--- config.mk ---
export PLATFORM = sky130hd
export DESIGN_NAME = bcd_stopwatch_mode_sequencer
export DESIGN_NICKNAME = d
export VERILOG_FILES = /design/src/sv/bsms_pkg.sv /design/src/sv/bsms_stopwatch.sv /design/src/sv/bcd_stopwatch_mode_sequencer.sv
export SDC_FILE = /design/constraint.sdc
export NUM_CORES = 1
export LEC_CHECK = 0
export BUFFER_PORTS_ARGS = -buffer_cell sky130_fd_sc_hd__buf_2
export CORE_ASPECT_RATIO = 0.8
export CORE_UTILIZATION = 62
export CTS_BUF_LIST = sky130_fd_sc_hd__clkbuf_4 sky130_fd_sc_hd__clkbuf_8 sky130_fd_sc_hd__clkbuf_16
export CTS_CLUSTER_DIAMETER = 120
export CTS_CLUSTER_SIZE = 12
export DETAILED_ROUTE_END_ITERATION = 7
export PLACE_DENSITY = 0.83
export SKIP_LAST_GASP = 1
export SYNTH_ARGS = -nofsm -noshare
export SYNTH_HDL_FRONTEND = slang
export SYNTH_HIERARCHICAL = 1
export SYNTH_SLANG_ARGS = --single-unit
--- constraint.sdc ---
create_clock -name clk_i -period 4.5 [get_ports clk_i]
set_clock_uncertainty 0.15 [all_clocks]
set_input_delay 0.225 -clock clk_i [delete_from_list [all_inputs] [get_ports clk_i]]
set_output_delay 0.225 -clock clk_i [all_outputs]
set_load 0.005 [all_outputs]
--- src/sv/bsms_pkg.sv ---
// ----------------------------------------------------------------------------
// bsms_pkg
// Shared types and constants of the BCD stopwatch and display-mode sequencer.
// ----------------------------------------------------------------------------
`default_nettype none

package bsms_pkg;

  localparam int unsigned PrescaleW = 16;
  localparam int unsigned PingW     = 8;
  localparam int unsigned ModeW     = 3;
  localparam int unsigned DigitW    = 4;
  localparam int unsigned TensW     = 3;
  localparam int unsigned CfgAddrW  = 3;
  localparam int unsigned CfgDataW  = 16;

  localparam logic [DigitW-1:0] DigitMax = 4'd9;
  localparam logic [DigitW-1:0] TensMax  = 4'd5;

  // display modes
  localparam logic [ModeW-1:0] ModeStartup = 3'd0;
  localparam logic [ModeW-1:0] ModeLongA   = 3'd1;
  localparam logic [ModeW-1:0] ModeLongB   = 3'd2;
  localparam logic [ModeW-1:0] ModeShort0  = 3'd3;
  localparam logic [ModeW-1:0] ModeLast    = 3'd6;

  typedef enum logic [CfgAddrW-1:0] {
    RegTenthPeriod  = 3'd0,
    RegCountDown    = 3'd1,
    RegAdcPeriod    = 3'd2,
    RegStartupDwell = 3'd3,
    RegLongDwell    = 3'd4,
    RegShortDwell   = 3'd5,
    RegPingReload   = 3'd6
  } cfg_reg_e;

  typedef struct packed {
    logic [DigitW-1:0] minutes;
    logic [TensW-1:0]  sec_tens;
    logic [DigitW-1:0] sec_units;
    logic [DigitW-1:0] tenths;
  } digits_t;

  // stopwatch step control from the sequencer to the digit counter
  typedef struct packed {
    logic step;
    logic down;
  } sw_ctrl_t;

endpackage

`default_nettype wire

--- src/sv/bsms_stopwatch.sv ---
// ----------------------------------------------------------------------------
// bsms_stopwatch
// Four-digit BCD stopwatch M:SS.t counting up or down by one tenth per step.
// ----------------------------------------------------------------------------
`default_nettype none

module bsms_stopwatch
  import bsms_pkg::*;
(
  input  wire logic     clk_i,
  input  wire logic     rst_ni,
  input  wire sw_ctrl_t ctrl_i,
  output digits_t       digits_o
);

  digits_t digits_q, digits_d;

  // one digit of the chain: returns {carry_out, next_digit}
  function automatic logic [DigitW:0] step_digit(input logic [DigitW-1:0] d,
                                                 input logic [DigitW-1:0] lim,
                                                 input logic down,
                                                 input logic carry);
    logic [DigitW:0] r;
    r = {1'b0, d};
    if (carry) begin
      if (down) begin
        if (d == '0 || d > lim) begin
          r = {1'b1, lim};
        end else begin
          r = {1'b0, d - 1'b1};
        end
      end else begin
        if (d >= lim) begin
          r = {1'b1, {DigitW{1'b0}}};
        end else begin
          r = {1'b0, d + 1'b1};
        end
      end
    end
    return r;
  endfunction

  logic [DigitW:0] s0, s1, s2, s3;

  always_comb begin
    s0 = step_digit(digits_q.tenths, DigitMax, ctrl_i.down, 1'b1);
    s1 = step_digit(digits_q.sec_units, DigitMax, ctrl_i.down, s0[DigitW]);
    s2 = step_digit({1'b0, digits_q.sec_tens}, TensMax, ctrl_i.down, s1[DigitW]);
    s3 = step_digit(digits_q.minutes, DigitMax, ctrl_i.down, s2[DigitW]);
    digits_d = digits_q;
    if (ctrl_i.step) begin
      digits_d.tenths    = s0[DigitW-1:0];
      digits_d.sec_units = s1[DigitW-1:0];
      digits_d.sec_tens  = s2[TensW-1:0];
      digits_d.minutes   = s3[DigitW-1:0];
    end
  end

  always_ff @(posedge clk_i or negedge rst_ni) begin
    if (!rst_ni) begin
      digits_q <= '0;
    end else begin
      digits_q <= digits_d;
    end
  end

  assign digits_o = digits_q;

endmodule

`default_nettype wire

--- src/sv/bcd_stopwatch_mode_sequencer.sv ---
// ----------------------------------------------------------------------------
// bcd_stopwatch_mode_sequencer
// Tick-driven BCD stopwatch, ADC start prescaler, ping countdown and
// seven-state display-mode sequencer.
// ----------------------------------------------------------------------------
//  channel   | dir | tdata                                | tuser
//  s_axis    | in  | new_mode[2:0], zero pad to 8 bits    | func
//  m_axis    | out | tenths, sec units, sec tens, minutes,| -
//            |     | mode, adc_start, ping (27b, pad 32)  |
//  cfg       | in  | write enable, 3-bit index, 16-bit data, no read-back
//
//  One request per cycle sustained while m_axis is not stalled: a request
//  sits in the input register, the counter update runs while it is there,
//  and the result lands in the output register at the edge that moves it
//  on, so it is offered on m_axis from that register. A stalled m_axis
//  holds the output register; the input register takes a new request when
//  it is empty or whenever its content moves on in the same cycle.
//  Reset clears all counters, the digits and the mode (startup mode).
// ----------------------------------------------------------------------------
`default_nettype none

module bcd_stopwatch_mode_sequencer
  import bsms_pkg::*;
(
  input  wire logic                clk_i,
  input  wire logic                rst_ni,
  // request: tdata = {pad, new_mode[2:0]}, tuser = func
  input  wire logic                s_axis_tvalid_i,
  output logic                     s_axis_tready_o,
  input  wire logic [7:0]          s_axis_tdata_i,
  input  wire logic                s_axis_tuser_i,
  // result: [3:0] tenths, [7:4] sec units, [10:8] sec tens, [14:11] minutes,
  //         [17:15] display mode, [18] adc_start, [26:19] ping, [31:27] zero
  output logic                     m_axis_tvalid_o,
  input  wire logic                m_axis_tready_i,
  output logic [31:0]              m_axis_tdata_o,
  // configuration
  input  wire logic                cfg_we_i,
  input  wire logic [CfgAddrW-1:0] cfg_addr_i,
  input  wire logic [CfgDataW-1:0] cfg_wdata_i
);

  // configuration registers
  logic [PrescaleW-1:0] tenth_period_q, adc_period_q;
  logic [PrescaleW-1:0] startup_dwell_q, long_dwell_q, short_dwell_q;
  logic                 count_down_q;
  logic [PingW-1:0]     ping_reload_q;

  always_ff @(posedge clk_i or negedge rst_ni) begin
    if (!rst_ni) begin
      tenth_period_q  <= 16'd99;
      count_down_q    <= 1'b0;
      adc_period_q    <= 16'd99;
      startup_dwell_q <= 16'd3000;
      long_dwell_q    <= 16'd4000;
      short_dwell_q   <= 16'd2000;
      ping_reload_q   <= 8'd100;
    end else if (cfg_we_i) begin
      unique case (cfg_addr_i)
        RegTenthPeriod:  tenth_period_q  <= cfg_wdata_i;
        RegCountDown:    count_down_q    <= cfg_wdata_i[0];
        RegAdcPeriod:    adc_period_q    <= cfg_wdata_i;
        RegStartupDwell: startup_dwell_q <= cfg_wdata_i;
        RegLongDwell:    long_dwell_q    <= cfg_wdata_i;
        RegShortDwell:   short_dwell_q   <= cfg_wdata_i;
        RegPingReload:   ping_reload_q   <= cfg_wdata_i[PingW-1:0];
        default: ;
      endcase
    end
  end

  // input register
  logic             in_valid_q;
  logic             in_func_q;
  logic [ModeW-1:0] in_mode_q;
  logic             advance;
  logic             out_valid_q;

  assign advance         = in_valid_q && (!out_valid_q || m_axis_tready_i);
  assign s_axis_tready_o = !in_valid_q || advance;

  always_ff @(posedge clk_i or negedge rst_ni) begin
    if (!rst_ni) begin
      in_valid_q <= 1'b0;
    end else if (s_axis_tready_o) begin
      in_valid_q <= s_axis_tvalid_i;
    end
  end

  always_ff @(posedge clk_i) begin
    if (s_axis_tvalid_i && s_axis_tready_o) begin
      in_func_q <= s_axis_tuser_i;
      in_mode_q <= s_axis_tdata_i[ModeW-1:0];
    end
  end

  // working state
  logic [PrescaleW-1:0] tenth_pre_q, tenth_pre_d;
  logic [PrescaleW-1:0] adc_pre_q, adc_pre_d;
  logic [PrescaleW-1:0] dwell_q, dwell_d, dwell_inc;
  logic [ModeW-1:0]     mode_q, mode_d;
  logic [PingW-1:0]     ping_q, ping_d;
  logic                 adc_fire;
  logic                 is_tick;
  sw_ctrl_t             sw_ctrl;
  digits_t              digits;

  assign is_tick   = advance && !in_func_q;
  assign dwell_inc = dwell_q + 1'b1;

  always_comb begin
    tenth_pre_d  = tenth_pre_q;
    adc_pre_d    = adc_pre_q;
    dwell_d      = dwell_q;
    mode_d       = mode_q;
    ping_d       = ping_q;
    adc_fire     = 1'b0;
    sw_ctrl.step = 1'b0;
    sw_ctrl.down = count_down_q;

    if (advance && in_func_q) begin
      // force mode; code seven means nothing and is dropped
      if (in_mode_q <= ModeLast) begin
        mode_d = in_mode_q;
      end
    end else if (is_tick) begin
      if (tenth_pre_q >= tenth_period_q) begin
        tenth_pre_d  = '0;
        sw_ctrl.step = 1'b1;
      end else begin
        tenth_pre_d = tenth_pre_q + 1'b1;
      end

      if (adc_pre_q >= adc_period_q) begin
        adc_pre_d = '0;
        adc_fire  = 1'b1;
      end else begin
        adc_pre_d = adc_pre_q + 1'b1;
      end

      if (ping_q != '0) begin
        ping_d = ping_q - 1'b1;
      end

      dwell_d = dwell_inc;
      priority if (mode_q == ModeStartup) begin
        if (dwell_inc >= startup_dwell_q) begin
          ping_d  = ping_reload_q;
          dwell_d = '0;
        end
      end else if (mode_q <= ModeLongB) begin
        if (dwell_inc >= long_dwell_q) begin
          mode_d  = (mode_q == ModeLongA) ? ModeLongB : ModeLongA;
          dwell_d = '0;
        end
      end else if (mode_q <= ModeLast) begin
        if (dwell_inc >= short_dwell_q) begin
          mode_d  = (mode_q == ModeLast) ? ModeShort0 : mode_q + 1'b1;
          dwell_d = '0;
        end
      end else begin
        // no such mode; hold
      end
    end
  end

  always_ff @(posedge clk_i or negedge rst_ni) begin
    if (!rst_ni) begin
      tenth_pre_q <= '0;
      adc_pre_q   <= '0;
      dwell_q     <= '0;
      mode_q      <= ModeStartup;
      ping_q      <= '0;
    end else begin
      tenth_pre_q <= tenth_pre_d;
      adc_pre_q   <= adc_pre_d;
      dwell_q     <= dwell_d;
      mode_q      <= mode_d;
      ping_q      <= ping_d;
    end
  end

  bsms_stopwatch u_stopwatch (
    .clk_i    (clk_i),
    .rst_ni   (rst_ni),
    .ctrl_i   (sw_ctrl),
    .digits_o (digits)
  );

  // digit register, already past this request's step in the cycle after
  // the advance
  digits_t digits_next;
  logic    out_adc_q;

  // the counter updates at the advance edge; capture its value in the
  // following cycle, marked by pend_q
  assign digits_next = digits;

  logic [ModeW-1:0] out_mode_q;
  logic [PingW-1:0] out_ping_q;
  logic             pend_q;

  // output register: the digit field is sampled when the pending mark is set
  digits_t out_digits_q;

  always_ff @(posedge clk_i or negedge rst_ni) begin
    if (!rst_ni) begin
      out_valid_q <= 1'b0;
      pend_q      <= 1'b0;
    end else begin
      if (advance) begin
        out_valid_q <= 1'b1;
      end else if (m_axis_tready_i) begin
        out_valid_q <= 1'b0;
      end
      pend_q <= advance;
    end
  end

  always_ff @(posedge clk_i) begin
    if (advance) begin
      out_mode_q <= mode_d;
      out_ping_q <= ping_d;
      out_adc_q  <= adc_fire;
    end
    if (pend_q) begin
      out_digits_q <= digits_next;
    end
  end

  // digits register holds the value after the advance in the cycle after it,
  // and the output register is valid in that same cycle, so show the live
  // digits in that cycle and the captured copy while stalled afterwards
  digits_t shown_digits;
  assign shown_digits = pend_q ? digits_next : out_digits_q;

  assign m_axis_tvalid_o = out_valid_q;
  assign m_axis_tdata_o  = {5'b0, out_ping_q, out_adc_q, out_mode_q,
                            shown_digits.minutes, shown_digits.sec_tens,
                            shown_digits.sec_units, shown_digits.tenths};

endmodule

`default_nettype wire

==> metrics.csv <==
stage;metric;value;unit
routing;Initial DRC Count;528;
critical_path;WP data arrival;4.31;ns
clock_network;H-tree depth;4;
synth;ys async rst share;84.26;%
clock_network;clk_lat worst skew;0.44;ns
floorplan;area of the core;17590;um^2
power;Switching Share;32.74;%
critical_path;critical path's slowest cell;dfrtp_1;
synth;Syn Area/Cell;10.07;um^2
final_layout;layout cells sized above 1;19.02;%
clock_network;post-CTS setup buffer count;0;
timing;Fin. Hold Viols;0;
synth;synth unique cells;92;
routing;Avg Vias per Cell;5.952;
global_routing;GRT Residual Overflow;0;
clock_network;Clock Pin Slew Worst Setup and Hold Paths;0.07;ns
timing;setup slack after layout;0.3098;ns
final_layout;diode count;0;
global_routing;initial antenna violation count;1;
routing;number of routed nets with antenna violations;0;
routing;DR vias;8476;
clock_network;root cell of the clock tree;clkbuf_16;
routing;DR DRC count;0;
global_routing;first-pass GRT wire length;41260;um
floorplan;num rows;43;
place;PortBufs;56;
synth;post-synth top area cell;dfrtp_1;
critical_path;CP top delay family;simple AND/OR/NAND/NOR gates;
power;NetSw;1.762;mW
floorplan;width of the die;153.2;um
critical_path;CP bufs+invs;0;
job;max cap viols;0;
floorplan;Starting Density;64.49;%
critical_path;kind of critical path;reg -> reg;
timing;Pins Over Slew Limit;0;
final_layout;post-layout net count;1321;
global_routing;largest net degree at the start of global routing;95;
synth;Ys Warns;6;
clock_network;Sinks on Clock Net;197;
timing;worst slew pin tran;1.114;ns
timing;final worst path period share;93.12;%
timing;Max-slew headroom;25.34;%
synth;Mapped Area;11350;um^2
place;Placed Area;11740;um^2
synth;top-area cell type share of the netlist area;30.00;%
power;sequential power share;44.9;%
power;Lkg Pwr;5.833;nW
routing;Routed WL per cell;17.67;um
routing;Post-Route WL;25160;um
critical_path;worst-path fanout max;7;
timing;maximum clock frequency;0.2387;GHz
worst_hold_path;Hold WC Path Type;in -> reg;
synth;Yosys reg bits;197;
floorplan;Die H;123.0;um
final_layout;Layout area overhead;10.81;%
status;status;finished clean;
critical_path;Critical Path End Type;flop;
synth;Most used DFF post-synth;dfrtp_1;
final_layout;Post-Layout Inst Area;12570;um^2
clock_network;CTS tree;yes;
place;pre-CTS setup slack;0.3425;ns
timing;Final min period;4.190;ns
critical_path;cells along the critical path;ha_1 -> nand3_1 -> or2_2 -> nor3_1 -> nand3_1 -> xnor2_1 -> ha_1 -> a21o_1 -> a21oi_1 -> nor2_1 -> or3_4 -> o32a_1 -> o22ai_1;
synth;Synth area leaders;dfrtp_1 30%, ha_1 11%, dfstp_2 6.9%;
power;Max rail drop VDD;266.5;uV
timing;RSZ-0062 raised after global routing;no;
synth;Post-synth top cells;136 x dfrtp_1, 109 x nand2_1, 103 x inv_1, 102 x ha_1, 82 x o21ai_0;
final_layout;# fillers;1243;
global_routing;aggregate global-route resource usage;28.06;%
power;P_int;3.621;mW
routing;first-pass detailed-route iteration total;6;
synth;post-synthesis sequential area ratio;43.82;%
floorplan;IO Pins;67;
global_routing;vias in the first global route;8444;
power;P per Cell Area;428.1;nW/um^2
synth;Post-synth EDFFs;16;
critical_path;CP max stage delay;0.47;ns
timing;Final setup viols;0;
timing;Setup TNS Final;0;ns
place;HPWL Detailed;17600;um
synth;Syn Inst Count;1127;
clock_network;Clock Path Buffers;2;
synth;count leader, synth;dfrtp_1;
critical_path;CP required;4.62;ns
power;Gate power share;25.9;%
clock_network;CTS Buf Count;17;
critical_path;crit path launch type;flop;
power;Clk pwr share;29.2;%
place;routability congestion estimate;0.8971;
floorplan;die area;18850;um^2
==> stage by stage <==
stage / cells / hold WS, ns / power, mW / utilization (%)
after detailed placement: 1370 / 0.2400 / 3.790 / 66.74
final: 1424 / 0.03210 / 5.383 / 71.46
after global placement: 1370 / 0.2261 / 3.706 / 66.74
after CTS: 1424 / 0.01770 / 5.386 / 71.36
after global routing: 1424 / 0.04344 / 5.699 / 71.46
after floorplan: 1131 / -0.2206 / 3.383 / -
==> worst paths after layout <==
check                           startpoint                 to  cells after the start  slack [ns]
hold reg to reg            out_digits_q[1]    out_digits_q[1]                      1        0.32
setup / recovery                dwell_q[0]      out_ping_q[3]                     13        0.31
hold / removal              cfg_wdata_i[0]   ping_reload_q[0]                      2        0.03
setup reg to reg                dwell_q[0]      out_ping_q[3]                     13        0.31
max in group asynchronous           rst_ni  tenth_period_q[6]                      3        2.97
min in group asynchronous           rst_ni   long_dwell_q[12]                      2        0.30
==> logic make-up after synthesis <==
kind of cell / after synthesis / share of synthesized area, %
flip-flops: 197 / 43.82
buffers and inverters: 153 / 5.800
AND/OR/NAND/NOR: 317 / 14.49
XOR/XNOR: 40 / 3.088
adder cells (fa/ha/maj): 102 / 11.25
multiplexers: 73 / 7.201
other: 1 / 0.03305
AO/OA/AOI/OAI: 244 / 14.31
==> timing repair <==
item | CTS | global route
gates resized for setup | 0 | 3
endpoints found under the setup margin | 0 | 13
hold buffers | 22 | 0
endpoints found under the hold margin | 154 | 0
==> cell usage in the layout (no fill, tap or decap), types with 18 or more instances in the layout <==
cell             n
dfrtp_1        136
buf_2           55
inv_1          103
mux2_2          61
nor2_1          58
xnor2_1         21
nand2_1        109
o21ai_0         82
xor2_1          19
nand3_1         21
a21o_1          18
dfstp_2         30
nand4_1         18
a21oi_1         45
ha_1           102
dlygate4sd3_1   22
==> state kept, by name, indices dropped and copies added, names as in the netlist, 3 cells and up <==
signal	cells
out_digits_q	15
long_dwell_q	16
startup_dwell_q	16
short_dwell_q	16
ping_q	8
tenth_period_q	16
adc_pre_q	16
adc_period_q	16
out_ping_q	8
out_mode_q	3
ping_reload_q	8
tenth_pre_q	16
mode_q	3
u_stopwatch/digits_o	15
in_mode_q	3
dwell_q	16
==> worst register-to-register path, cell delays in order, from the launching register on <==
cell     delay (ns)
dfrtp_1        0.47
ha_1           0.25
nand3_1        0.13
or2_2          0.39
nor3_1         0.20
nand3_1        0.11
xnor2_1        0.35
ha_1           0.33
a21o_1         0.16
a21oi_1        0.26
nor2_1         0.22
or3_4          0.47
o32a_1         0.34
o22ai_1        0.20
==> layout make-up <==
class	count	area, um^2	share of cell area, %
tap	225	281.5	2.239
multi-input combinational	781	5763	45.84
sequential	197	4972	39.55
timing repair buffer	85	571.8	4.548
clock buffer	19	446.7	3.553
inverter	104	390.4	3.105
clock inverter	13	146.4	1.164
==> routing by layer <==
| metal | up-vias | wire length, um | global-route usage [%] |
|---|---|---|---|
| li1 | 4079 | - | - |
| met1 | 4144 | 11460 | 36.58 |
| met2 | 207 | 11930 | 47.03 |
| met3 | 44 | 1264 | 5.713 |
| met4 | 2 | 499 | 9.848 |
| met5 | - | 13 | 0 |
==> power groups by stage <==
stage          combinational (mW)  clock [mW]  sequential, mW
2_1_floorplan                1.03           0            2.36
3_3_place_gp                 1.28           0            2.42
3_5_place_dp                 1.34           0            2.45
4_1_cts                      1.39        1.58            2.41
5_1_grt                      1.60        1.64            2.46
6_report                     1.40        1.57            2.42
No activity file was read; power rests on OpenSTA's default activity.
